File: config.mk
export PLATFORM = sky130hd
export DESIGN_NAME = posix_cksum_crc_adler_engine_top
export DESIGN_NICKNAME = d
export VERILOG_FILES = /design/src/design/pcksum_pkg.sv /design/src/design/pcksum_ctrl.sv /design/src/design/pcksum_dp.sv /design/src/design/posix_cksum_crc_adler_engine_top.sv
export VERILOG_INCLUDE_DIRS = /design/src /design/src/design
export SDC_FILE = /design/constraint.sdc
export NUM_CORES = 1
export LEC_CHECK = 0
export BUFFER_PORTS_ARGS = -buffer_cell sky130_fd_sc_hd__clkbuf_2
export CAP_MARGIN = 20
export CORE_MARGIN = 2
export CORE_UTILIZATION = 54
export CTS_CLUSTER_DIAMETER = 30
export CTS_CLUSTER_SIZE = 14
export DETAILED_ROUTE_END_ITERATION = 6
export PLACE_DENSITY = 0.8
export SYNTH_ARGS = -nofsm -noshare
export SYNTH_HDL_FRONTEND = slang
export SYNTH_HIERARCHICAL = 1
export SYNTH_SLANG_ARGS = --single-unit
File: constraint.sdc
create_clock -name clk -period 7.1 [get_ports clk]
set_input_delay 1.42 -clock clk [delete_from_list [all_inputs] [get_ports clk]]
set_output_delay 1.42 -clock clk [all_outputs]
set_load 0.02 [all_outputs]
File: src/design/assert_macros.svh
// assertion macros used by the checksum engine controller
`ifndef ASSERT_MACROS_SVH
`define ASSERT_MACROS_SVH

`ifndef SYNTHESIS

// plain property check, disabled during reset
`define PC_ASSERT(lbl, clk, rst, prop) \
  lbl: assert property (@(posedge clk) disable iff (rst) (prop)) \
    else $error("assertion failed");

// same-cycle implication
`define PC_ASSERT_IMP(lbl, clk, rst, ante, cons) \
  lbl: assert property (@(posedge clk) disable iff (rst) (ante) |-> (cons)) \
    else $error("implication failed");

// next-cycle implication
`define PC_ASSERT_NXT(lbl, clk, rst, ante, cons) \
  lbl: assert property (@(posedge clk) disable iff (rst) (ante) |=> (cons)) \
    else $error("next-cycle implication failed");

`else

`define PC_ASSERT(lbl, clk, rst, prop)
`define PC_ASSERT_IMP(lbl, clk, rst, ante, cons)
`define PC_ASSERT_NXT(lbl, clk, rst, ante, cons)

`endif

`endif

File: src/design/pcksum_pkg.sv
// types, constants and byte-step functions of the checksum engine
package pcksum_pkg;

  localparam int COUNT_BITS = 48;
  localparam int TOTAL_W    = 48;
  localparam int SUM_W      = 32;
  localparam int OUT_W      = 3 * SUM_W + TOTAL_W;

  localparam logic [31:0] CKSUM_POLY      = 32'h04C11DB7;
  localparam logic [31:0] ZLIB_POLY       = 32'hEDB88320;
  localparam logic [16:0] ADLER_MOD       = 17'd65521;
  localparam logic [15:0] ADLER_LOW_RESET = 16'd1;
  localparam logic [2:0]  ENABLE_RESET    = 3'd7;

  localparam int EN_CKSUM = 0;
  localparam int EN_CRC32 = 1;
  localparam int EN_ADLER = 2;

  typedef enum logic [1:0] {
    FUNC_START  = 2'd0,
    FUNC_DATA   = 2'd1,
    FUNC_FINISH = 2'd2
  } func_t;

  typedef struct packed {
    logic clear;     // restore reset values of all sums
    logic data;      // fold the input byte into the sums
    logic fin_load;  // load the length shifter from the byte counter
    logic fin_inv;   // invert the cksum crc right away (empty count)
    logic feed;      // fold one length byte into the cksum crc
    logic out_load;  // capture the current sums into the output register
  } cmd_t;

  typedef struct packed {
    logic cksum_en;  // cksum accumulation enabled
    logic cnt_zero;  // byte counter is zero
    logic len_last;  // remaining length is zero after this byte
  } status_t;

  // msb-first crc step over one byte
  function automatic logic [31:0] cksum_byte(input logic [31:0] crc, input logic [7:0] b);
    logic [31:0] r;
    r = crc ^ {b, 24'h000000};
    for (int i = 0; i < 8; i++) begin
      r = r[31] ? ((r << 1) ^ CKSUM_POLY) : (r << 1);
    end
    return r;
  endfunction

  // reflected crc-32 step over one byte, pre and post inverted
  function automatic logic [31:0] zlib_byte(input logic [31:0] crc, input logic [7:0] b);
    logic [31:0] r;
    r = ~crc ^ {24'h000000, b};
    for (int i = 0; i < 8; i++) begin
      r = r[0] ? ((r >> 1) ^ ZLIB_POLY) : (r >> 1);
    end
    return ~r;
  endfunction

endpackage

File: src/design/pcksum_ctrl.sv
// controller: command sequencing, finish iteration and output handshake
`include "assert_macros.svh"

module pcksum_ctrl
  import pcksum_pkg::*;
(
  input  logic        clk,
  input  logic        rst,
  input  logic        s_tvalid,
  output logic        s_tready,
  input  logic [1:0]  func,
  output logic        m_tvalid,
  input  logic        m_tready,
  output logic        m_final,
  input  status_t     status,
  output cmd_t        cmd
);

  typedef enum logic [1:0] {
    ST_IDLE = 2'b01,
    ST_FEED = 2'b10
  } state_t;

  state_t st, st_next;
  logic   pend, pend_next;
  logic   pend_final, pend_final_next;
  logic   out_valid, out_valid_next;
  logic   out_final;
  logic   accept, feed_done, pend_set;
  logic   is_start, is_data, is_finish;

  always_comb begin
    is_start  = (func == FUNC_START);
    is_data   = (func == FUNC_DATA);
    is_finish = (func == FUNC_FINISH);

    cmd.out_load = pend && (!out_valid || m_tready);
    s_tready     = (st == ST_IDLE) && (!pend || cmd.out_load);
    accept       = s_tvalid && s_tready;

    cmd.clear    = accept && is_start;
    cmd.data     = accept && is_data;
    cmd.fin_load = accept && is_finish && status.cksum_en && !status.cnt_zero;
    cmd.fin_inv  = accept && is_finish && status.cksum_en && status.cnt_zero;
    cmd.feed     = (st == ST_FEED);

    feed_done = cmd.feed && status.len_last;
    pend_set  = (accept && !cmd.fin_load) || feed_done;

    st_next = st;
    case (st)
      ST_IDLE: begin
        if (cmd.fin_load) st_next = ST_FEED;
      end
      ST_FEED: begin
        if (status.len_last) st_next = ST_IDLE;
      end
      default: st_next = ST_IDLE;
    endcase

    pend_next = pend;
    if (pend_set) begin
      pend_next = 1'b1;
    end else if (cmd.out_load) begin
      pend_next = 1'b0;
    end

    pend_final_next = pend_final;
    if (accept) begin
      pend_final_next = is_finish;
    end else if (feed_done) begin
      pend_final_next = 1'b1;
    end

    out_valid_next = out_valid;
    if (cmd.out_load) begin
      out_valid_next = 1'b1;
    end else if (m_tready) begin
      out_valid_next = 1'b0;
    end
  end

  always_ff @(posedge clk) begin
    if (rst) begin
      st        <= ST_IDLE;
      pend      <= 1'b0;
      out_valid <= 1'b0;
    end else begin
      st        <= st_next;
      pend      <= pend_next;
      out_valid <= out_valid_next;
    end
  end

  always_ff @(posedge clk) begin
    pend_final <= pend_final_next;
    if (cmd.out_load) out_final <= pend_final;
  end

  assign m_tvalid = out_valid;
  assign m_final  = out_final;

  // a finish walk never starts with an unsent result behind it
  `PC_ASSERT_IMP(a_feed_no_pend, clk, rst, st == ST_FEED, !pend)
  // every accepted transaction leaves a result pending or a walk running
  `PC_ASSERT_NXT(a_accept_tracked, clk, rst, accept, pend || st == ST_FEED)
  // a pending result is not dropped while the output stalls
  `PC_ASSERT_NXT(a_pend_held, clk, rst, pend && out_valid && !m_tready, pend)

endmodule

File: src/design/pcksum_dp.sv
// datapath: checksum accumulators, byte counter, length shifter, output register
module pcksum_dp
  import pcksum_pkg::*;
(
  input  logic             clk,
  input  logic             rst,
  input  logic             cfg_wr_en,
  input  logic [2:0]       cfg_wr_data,
  input  logic [7:0]       data_byte,
  input  cmd_t             cmd,
  output status_t          status,
  output logic [OUT_W-1:0] out_data
);

  logic [2:0]            enable_mask;
  logic [31:0]           posix_crc;
  logic [31:0]           zlib_crc;
  logic [15:0]           adler_low;
  logic [15:0]           adler_high;
  logic [COUNT_BITS-1:0] byte_counter;
  logic [COUNT_BITS-1:0] len;
  logic [COUNT_BITS-1:0] len_shift;

  logic [7:0]  ck_byte;
  logic [31:0] ck_res;
  logic [31:0] zl_res;
  logic [16:0] a_sum, a_mod, h_sum, h_mod;

  always_comb begin
    // one shared cksum byte unit: stream bytes, or length bytes during finish
    ck_byte = cmd.feed ? len[7:0] : data_byte;
    ck_res  = cksum_byte(posix_crc, ck_byte);
    zl_res  = zlib_byte(zlib_crc, data_byte);

    a_sum = {1'b0, adler_low} + {9'd0, data_byte};
    a_mod = (a_sum >= ADLER_MOD) ? (a_sum - ADLER_MOD) : a_sum;
    h_sum = {1'b0, adler_high} + a_mod;
    h_mod = (h_sum >= ADLER_MOD) ? (h_sum - ADLER_MOD) : h_sum;

    len_shift = len >> 8;

    status.cksum_en = enable_mask[EN_CKSUM];
    status.cnt_zero = (byte_counter == '0);
    status.len_last = (len_shift == '0);
  end

  always_ff @(posedge clk) begin
    if (rst) begin
      enable_mask  <= ENABLE_RESET;
      posix_crc    <= '0;
      zlib_crc     <= '0;
      adler_low    <= ADLER_LOW_RESET;
      adler_high   <= '0;
      byte_counter <= '0;
    end else begin
      if (cfg_wr_en) enable_mask <= cfg_wr_data;
      if (cmd.clear) begin
        posix_crc    <= '0;
        zlib_crc     <= '0;
        adler_low    <= ADLER_LOW_RESET;
        adler_high   <= '0;
        byte_counter <= '0;
      end
      if (cmd.data) begin
        if (enable_mask[EN_CKSUM]) posix_crc <= ck_res;
        if (enable_mask[EN_CRC32]) zlib_crc <= zl_res;
        if (enable_mask[EN_ADLER]) begin
          adler_low  <= a_mod[15:0];
          adler_high <= h_mod[15:0];
        end
        byte_counter <= byte_counter + COUNT_BITS'(1);
      end
      if (cmd.fin_inv) posix_crc <= ~posix_crc;
      if (cmd.feed) posix_crc <= status.len_last ? ~ck_res : ck_res;
    end
  end

  always_ff @(posedge clk) begin
    if (cmd.fin_load) begin
      len <= byte_counter;
    end else if (cmd.feed) begin
      len <= len_shift;
    end
    if (cmd.out_load) begin
      out_data <= {TOTAL_W'(byte_counter), adler_high, adler_low, zlib_crc, posix_crc};
    end
  end

endmodule

File: src/design/posix_cksum_crc_adler_engine_top.sv
// top level of the streaming cksum / crc-32 / adler-32 engine
// Streaming checksum engine. Each input transaction carries a command in
// s_tuser (0 start, 1 data byte, 2 finish) and a byte in s_tdata, and yields
// exactly one result transaction with the posix cksum crc, the reflected
// crc-32, the adler-32 and the byte count, plus a final flag in m_tuser.
// Start, data and unused commands may follow back to back at one transaction
// per cycle while the output takes the results. A finish with cksum enabled
// passes each significant byte of the byte count (at most COUNT_BITS/8 = 6)
// through the single shared cksum byte unit and takes no new command until
// the last one is through; with an empty count or cksum disabled it is taken
// like any other command. Results go through an output register, so one
// further command is taken while a result waits downstream. The user must
// write enable_mask through cfg_wr_en / cfg_wr_data only while the engine is
// idle (not enforced by the block); the mask applies from the next byte.
module posix_cksum_crc_adler_engine_top
  import pcksum_pkg::*;
(
  input  logic             clk,
  input  logic             rst,
  input  logic             cfg_wr_en,
  input  logic [2:0]       cfg_wr_data,  // enable_mask
  input  logic             s_tvalid,
  output logic             s_tready,
  input  logic [7:0]       s_tdata,      // data_byte[7:0]
  input  logic [1:0]       s_tuser,      // func[1:0]
  output logic             m_tvalid,
  input  logic             m_tready,
  output logic [OUT_W-1:0] m_tdata,      // cksum_value, crc32_value, adler32_value, byte_total
  output logic             m_tuser       // is_final
);

  cmd_t    cmd;
  status_t status;

  pcksum_ctrl u_ctrl (
    .clk      (clk),
    .rst      (rst),
    .s_tvalid (s_tvalid),
    .s_tready (s_tready),
    .func     (s_tuser),
    .m_tvalid (m_tvalid),
    .m_tready (m_tready),
    .m_final  (m_tuser),
    .status   (status),
    .cmd      (cmd)
  );

  pcksum_dp u_dp (
    .clk         (clk),
    .rst         (rst),
    .cfg_wr_en   (cfg_wr_en),
    .cfg_wr_data (cfg_wr_data),
    .data_byte   (s_tdata),
    .cmd         (cmd),
    .status      (status),
    .out_data    (m_tdata)
  );

endmodule

* Word-level counts from Yosys, hierarchy flattened
Cells that the tools add are included.
** Word-level totals
- Register bits :: 345
- Latch bits :: 0
- RAM bits :: 0
- Memory bits (read-only) :: 0
- Input port bits :: 18
- Output and inout bits :: 147
- Word-level logic and storage cells :: 122
- Memories kept :: 0
** Operators by class
- $add $sub $neg :: 5
- Multipliers :: 0
- Divide/modulo/power cells :: 0
- Order comparisons :: 2
- Eq/ne operators :: 6
- Shift operators :: 0
- Mux-type cells :: 47
- Bitwise operators :: 22
- Reductions and logical operators :: 27
** Operators with widths (count)
- two-way mux 32 bit :: 17
- two-way mux 27 bit :: 8
- two-way mux 48 bit :: 4
- inverter 32 bit :: 4
- two-way mux 16 bit :: 7
- inverter 13 -> 14 bit :: 8
- inverter 14 bit :: 8
- logical NOT 48 bit :: 2
- adder 48 x 1 -> 48 bit, second input constant :: 1
- greater-or-equal comparator 17 x 16 -> 1 bit, second input constant :: 2
- XOR 32 bit :: 1
- XOR 32 x 8 -> 32 bit :: 1
- adder 16 x 17 -> 17 bit :: 1
- adder 16 x 8 -> 17 bit :: 1
- two-way mux 17 bit :: 1
- subtractor 17 x 16 -> 17 bit, second input constant :: 1
- subtractor 16 bit, second input constant :: 1
- logical AND 1 bit :: 11
- nonzero test 2 bit :: 5
- two-way mux 8 bit :: 1
- two-way mux 1 bit :: 6
- equality test 2 x 1 -> 1 bit, second input constant :: 2
- equality test 2 bit, second input constant :: 2
- logical NOT 1 bit :: 4
- 6 further kinds :: 10

* Logic depth before layout (Yosys ltp)
- Depth in word-level cells :: 23
- Mapped depth :: 25
- Gate-level depth less buffers :: 23

* Hierarchy
Netlist, hierarchy kept.
** Modules (own cells, without submodules)
- pcksum_dp :: times used 1, cells each 1581, area an instance 17032.6 sq um, sequential area each 8708.4 sq um
- pcksum_ctrl :: times used 1, cells each 33, area an instance 309.0 sq um, sequential area each 140.1 sq um

* Worst setup path after synthesis
OpenSTA, ideal clock, no wires.
- Kind :: input-to-reg
- Start point :: input s_tdata[0]
- End point :: register u_dp.adler_high[1]
- Library setup time :: 0.133 ns
- Arrival time :: 6.674 ns
- Slack :: 0.293 ns
- Cell stages on the path :: 24
- Path buffers :: 2
- Cell sequence :: ha_1 fa_1 a211o_1 a2111o_1 o311ai_1 o21ai_2 a311oi_2 and3_1 buf_6 a41oi_1 xnor2_1 xnor2_1 ha_1 a21oi_1 nand2b_1 o2111ai_1 a311oi_1 nand4_1 a21o_1 nor4_2 buf_2 nor2_1 nor3_1 nor4b_2
** On the way
- Longest elaborated chain between the ends :: 8
- Elaborated cells between the ends (all ways) :: 10
- Those cells by class :: 4 x add/sub; 2 x order compare; 4 x mux
** RTL lines
- start: declaration :: line posix_cksum_crc_adler_engine_top.sv:24 : input logic [7:0] s_tdata,
- adder 16 x 8 -> 17 bit (*) :: line pcksum_dp.sv:35 : a_sum = {1'b0, adler_low} + {9'd0, data_byte};
- subtractor 17 x 16 -> 17 bit or greater-or-equal comparator 17 x 16 -> 1 bit (tied branches) :: line pcksum_dp.sv:36 : a_mod = (a_sum >= ADLER_MOD) ? (a_sum - ADLER_MOD) : a_sum;
- two-way mux 17 bit (*) :: line pcksum_dp.sv:36
- adder 16 x 17 -> 17 bit (*) :: line pcksum_dp.sv:37 : h_sum = {1'b0, adler_high} + a_mod;
- subtractor 16 bit or greater-or-equal comparator 17 x 16 -> 1 bit (tied branches) :: line pcksum_dp.sv:38 : h_mod = (h_sum >= ADLER_MOD) ? (h_sum - ADLER_MOD) : h_sum;
- two-way mux 16 bit (*) :: line pcksum_dp.sv:38
- two-way mux 16 bit (*) :: line pcksum_dp.sv:67 : if (enable_mask[EN_ADLER]) begin
- two-way mux 16 bit (*) :: line pcksum_dp.sv:64 : if (cmd.data) begin
- end signal: assignment :: line pcksum_dp.sv:69 : adler_high <= h_mod[15:0];
- end: declaration :: line pcksum_dp.sv:19 : logic [15:0] adler_high;
Mark *: on every way between the ends. The rest lies on a longest branch, timed or not.
A chain may end at the register's enable or synchronous reset.

* Final worst setup path
- Start point :: input s_tdata[0]
- End point :: register u_dp.adler_high[7]
Same word-level chain as after synthesis.

==> flow_metrics.py <==
metrics = {
    "setup_path": {
        "setup.worst_path.class": "in -> reg",
        "cp.arrival_ns": 7.24,
        "critPathRequiredTime_ns": 7.57,
        "worstPathBufferInverterCount": 4,
        "worst_setup_path_end_kind": "flop",
        "cp_top_family": "compound AO/OA/AOI/OAI gates",
        "crit_start_category": "input pin",
        "maximum_fanout_along_the_worst_path": 11,
        "worst_path_largest_cell_delay_ns": 0.49,
        "cpMaxStageDelayCell": "sky130_fd_sc_hd__fa_1",
        "setup.reg_to_reg.worst_slack_ns": 0.95,
    },
    "detailed_routing": {
        "number_of_drc_markers_in_iteration_0": 1264,
        "remaining_drc_errors": 0,
        "wire_per_inst_um": 19.4,
        "detail_route.first_pass.iterations": 6,
        "postRouteAntennaNets": 0,
        "via_per_inst": 5.92,
        "dr_total_vias": 13448,
        "route.final.wire_length_mm": 44.0,
    },
    "die": {
        "std_cell_rows": 65,
        "effective_utilization_at_floorplan_pct": 55.0,
        "ioPinCount": 165,
        "placeableCoreArea_um2": 31600,
        "die_area_um2": 33600,
        "chipHeight_um": 183,
        "dieWidth_um": 183,
    },
    "sta": {
        "fmax_ghz": 0.148,
        "totalNegativeSetupSlack_ns": 0,
        "report.final.setup_viol": 0,
        "final.period_utilization_pct": 95.3,
        "timing.clock.skew_ns": 0.0303,
        "worst_slew_margin_rel_pct": 28.1,
        "timing_worst_slew_pin_value_ns": 1.08,
        "finalHoldViolCount": 0,
        "slew_viol_final": 0,
        "fin_worst_hold_slack_ns": 0.466,
        "final.min_clock_period_ns": 6.77,
    },
    "hold_path": {
        "hold_path_class": "reg -> reg",
    },
    "synthesis": {
        "post_synth_fa_ha_maj_area_fraction_pct": 2.47,
        "postSynthNetCount": 1665,
        "yosys_register_bits": 345,
        "post_synth_mux_area_share_pct": 3.82,
        "most_common_flop_cell_mapped_by_yosys": "sky130_fd_sc_hd__edfxtp_1",
        "syn_area_um2": 17300,
        "synth_sequential_area_ratio_pct": 51.0,
        "synth-warning-count": 6,
        "synth_compound_area_share_pct": 13.7,
        "main_combinational_cell_family_by_area_after_synthesis": "compound AO/OA/AOI/OAI gates",
        "yosys.area_share.xor_xnor_pct": 12.5,
        "synthSimpleGateAreaFrac_pct": 13.6,
        "syn_area_per_cell_um2": 10.7,
        "post-synth-top-area-cell": "sky130_fd_sc_hd__edfxtp_1",
        "synth-edff-count": 194,
        "synthCells": 1614,
        "synth.area.top_cells": "sky130_fd_sc_hd__edfxtp_1 (34%), sky130_fd_sc_hd__dfxtp_1 (17%), sky130_fd_sc_hd__xnor2_1 (6.7%)",
        "synthDominantCellAreaShare_pct": 33.6,
        "postSynth.asyncResetShare_pct": 0,
        "synth.lib_cells_used.distinct": 83,
    },
    "placement": {
        "placedInstanceArea_um2": 18700,
        "gp_congestion": 0.876,
        "dpl.hpwl_mm": 29.5,
        "portBuffers": 164,
    },
    "global_routing": {
        "grt_first_pass_wirelength_mm": 68.7,
        "total_congestion_overflow": 0,
        "via_count_of_the_first_global_routing_pass": 13043,
        "grt_max_degree": 94,
        "gr-usage-all-layers_pct": 25.8,
        "initial_antenna_violation_count": 3,
    },
    "clock_tree": {
        "clkLatencyLatePin_ns": 0.59,
        "cts.path.max_buffers": 3,
        "clock_tree_from_tritoncts": "yes",
        "cts.sink_count": 345,
        "h-tree-depth": 3,
        "post-cts-setup-buffer-count": 0,
        "numCtsBuffers": 68,
        "cts_hold_buffers": 0,
        "worst_setup_hold_path_clk_slew_ns": 0.04,
        "root_buffer": "sky130_fd_sc_hd__clkbuf_16",
        "postCtsResizedCells": 0,
    },
    "finish": {
        "design_area_um2": 21100,
        "flow.area_growth_from_synthesis_pct": 21.6,
        "fillerInstances": 2325,
        "layout-drive-gt1-share_pct": 23.5,
        "final_core_utilization_pct": 66.8,
        "num-nets-final": 1862,
    },
    "pwr": {
        "power_density_normalized_to_cell_area_nw_per_um2": 305,
        "power.static_leakage_uw": 0.00789,
        "vdd_ir_drop_max_v": 0.000205,
    },
    "status": {
        "outcome": "completed",
    },
    "flow_run": {
        "max_cap_violations": 0,
    },
}
==> sequential cells by signal, indices dropped and copies added, names as in the netlist, 2 cells and up <==
signal / count
u_ctrl/st: 2
u_dp/adler_high: 16
u_dp/adler_low: 16
u_dp/byte_counter: 48
u_dp/enable_mask: 3
u_dp/len: 48
u_dp/out_data: 144
u_dp/posix_crc: 32
u_dp/zlib_crc: 32
==> cells in the mapped netlist (6+ instances only) <==
library cell / number
sky130_fd_sc_hd__nor3_1: 25
sky130_fd_sc_hd__a31oi_1: 13
sky130_fd_sc_hd__xor2_1: 85
sky130_fd_sc_hd__a211o_1: 6
sky130_fd_sc_hd__clkbuf_1: 63
sky130_fd_sc_hd__xnor2_1: 132
sky130_fd_sc_hd__o21a_1: 18
sky130_fd_sc_hd__a221oi_1: 18
sky130_fd_sc_hd__a211oi_1: 61
sky130_fd_sc_hd__or3_1: 14
sky130_fd_sc_hd__buf_2: 8
sky130_fd_sc_hd__nor2b_1: 10
sky130_fd_sc_hd__nor4_1: 23
sky130_fd_sc_hd__ha_1: 31
sky130_fd_sc_hd__o211ai_1: 17
sky130_fd_sc_hd__nand4_1: 21
sky130_fd_sc_hd__o21ai_1: 8
sky130_fd_sc_hd__nor2_1: 115
sky130_fd_sc_hd__edfxtp_1: 194
sky130_fd_sc_hd__a21o_1: 11
sky130_fd_sc_hd__nand2b_1: 7
sky130_fd_sc_hd__buf_1: 7
sky130_fd_sc_hd__mux2_2: 50
sky130_fd_sc_hd__xnor2_2: 8
sky130_fd_sc_hd__nand3_1: 77
sky130_fd_sc_hd__nand2_1: 107
sky130_fd_sc_hd__and3_1: 20
sky130_fd_sc_hd__inv_1: 28
sky130_fd_sc_hd__or2_2: 12
sky130_fd_sc_hd__and2_1: 15
sky130_fd_sc_hd__a22o_1: 6
sky130_fd_sc_hd__dfxtp_1: 151
sky130_fd_sc_hd__mux2i_1: 10
sky130_fd_sc_hd__a21oi_1: 122
sky130_fd_sc_hd__o21ai_0: 30
==> routing by layer <==
metal / wire (um) / vias to the layer above / GRT usage (%)
li1: - / 6336 / -
met1: 18700 / 6470 / 33.2
met2: 21000 / 530 / 42.0
met3: 2930 / 108 / 5.60
met4: 1350 / 4 / 11.6
met5: 27 / - / 0
==> layout make-up <==
type	instances	area [um2]	area share (%)
Antenna cell	1	2.50	0.0119
Clock buffer	74	1790	8.47
Clock inverter	52	564	2.68
Inverter	29	109	0.516
Multi-Input combinational cell	1152	8060	38.2
Sequential cell	345	8850	42.0
Tap cell	402	503	2.38
Timing Repair Buffer	215	1220	5.78
==> metrics by stage <==
stage	setup slack, ns	power, uW	instances
after floorplan	0.293	3010	1614
after global placement	0.0708	3210	2142
after detailed placement	-0.111	3230	2142
after CTS	0.408	6460	2268
after global routing	-0.00581	6660	2269
final	0.331	6430	2270
==> layout by cell type, fill, tap and decap left out, types with 51 or more instances in the layout <==
cell type / netlist / final
sky130_fd_sc_hd__nor2_1: 115 / 114
sky130_fd_sc_hd__nand3_1: 77 / 77
sky130_fd_sc_hd__dfxtp_1: 151 / 151
sky130_fd_sc_hd__clkbuf_2: 1 / 163
sky130_fd_sc_hd__edfxtp_1: 194 / 194
sky130_fd_sc_hd__clkbuf_16: 0 / 70
sky130_fd_sc_hd__buf_4: 5 / 51
sky130_fd_sc_hd__xor2_1: 85 / 85
sky130_fd_sc_hd__nand2_1: 107 / 107
sky130_fd_sc_hd__a21oi_1: 122 / 122
sky130_fd_sc_hd__xnor2_1: 132 / 132
sky130_fd_sc_hd__a211oi_1: 61 / 60
==> power by group <==
| group | switching (uW) | internal [uW] | total [uW] | leakage, uW |
|---|---|---|---|---|
| registers | 61.9 | 2190 | 2250 | 0.00313 |
| logic | 562 | 397 | 959 | 0.00362 |
| clock network | 1180 | 2040 | 3220 | 0.00114 |
==> logic make-up after synthesis <==
family          Yosys count
mux                      60
simple gates            473
xor+xnor                231
fa+ha+maj                33
flops                   345
compound gates          355
buf+inv                 117
==> worst paths after layout <==
kind | cells after the start | to | start
min | 0 | u_dp/out_data[93]$_DFFE_PP_ | u_dp/adler_high[13]$_SDFF_PP0_
min reg2reg | 0 | u_dp/out_data[93]$_DFFE_PP_ | u_dp/adler_high[13]$_SDFF_PP0_
max reg2reg | 25 | u_dp/adler_high[7]$_SDFF_PP0_ | u_dp/adler_low[0]$_SDFF_PP1_
max | 26 | u_dp/adler_high[7]$_SDFF_PP0_ | s_tdata[0]
(Power assumes the default switching activity.)
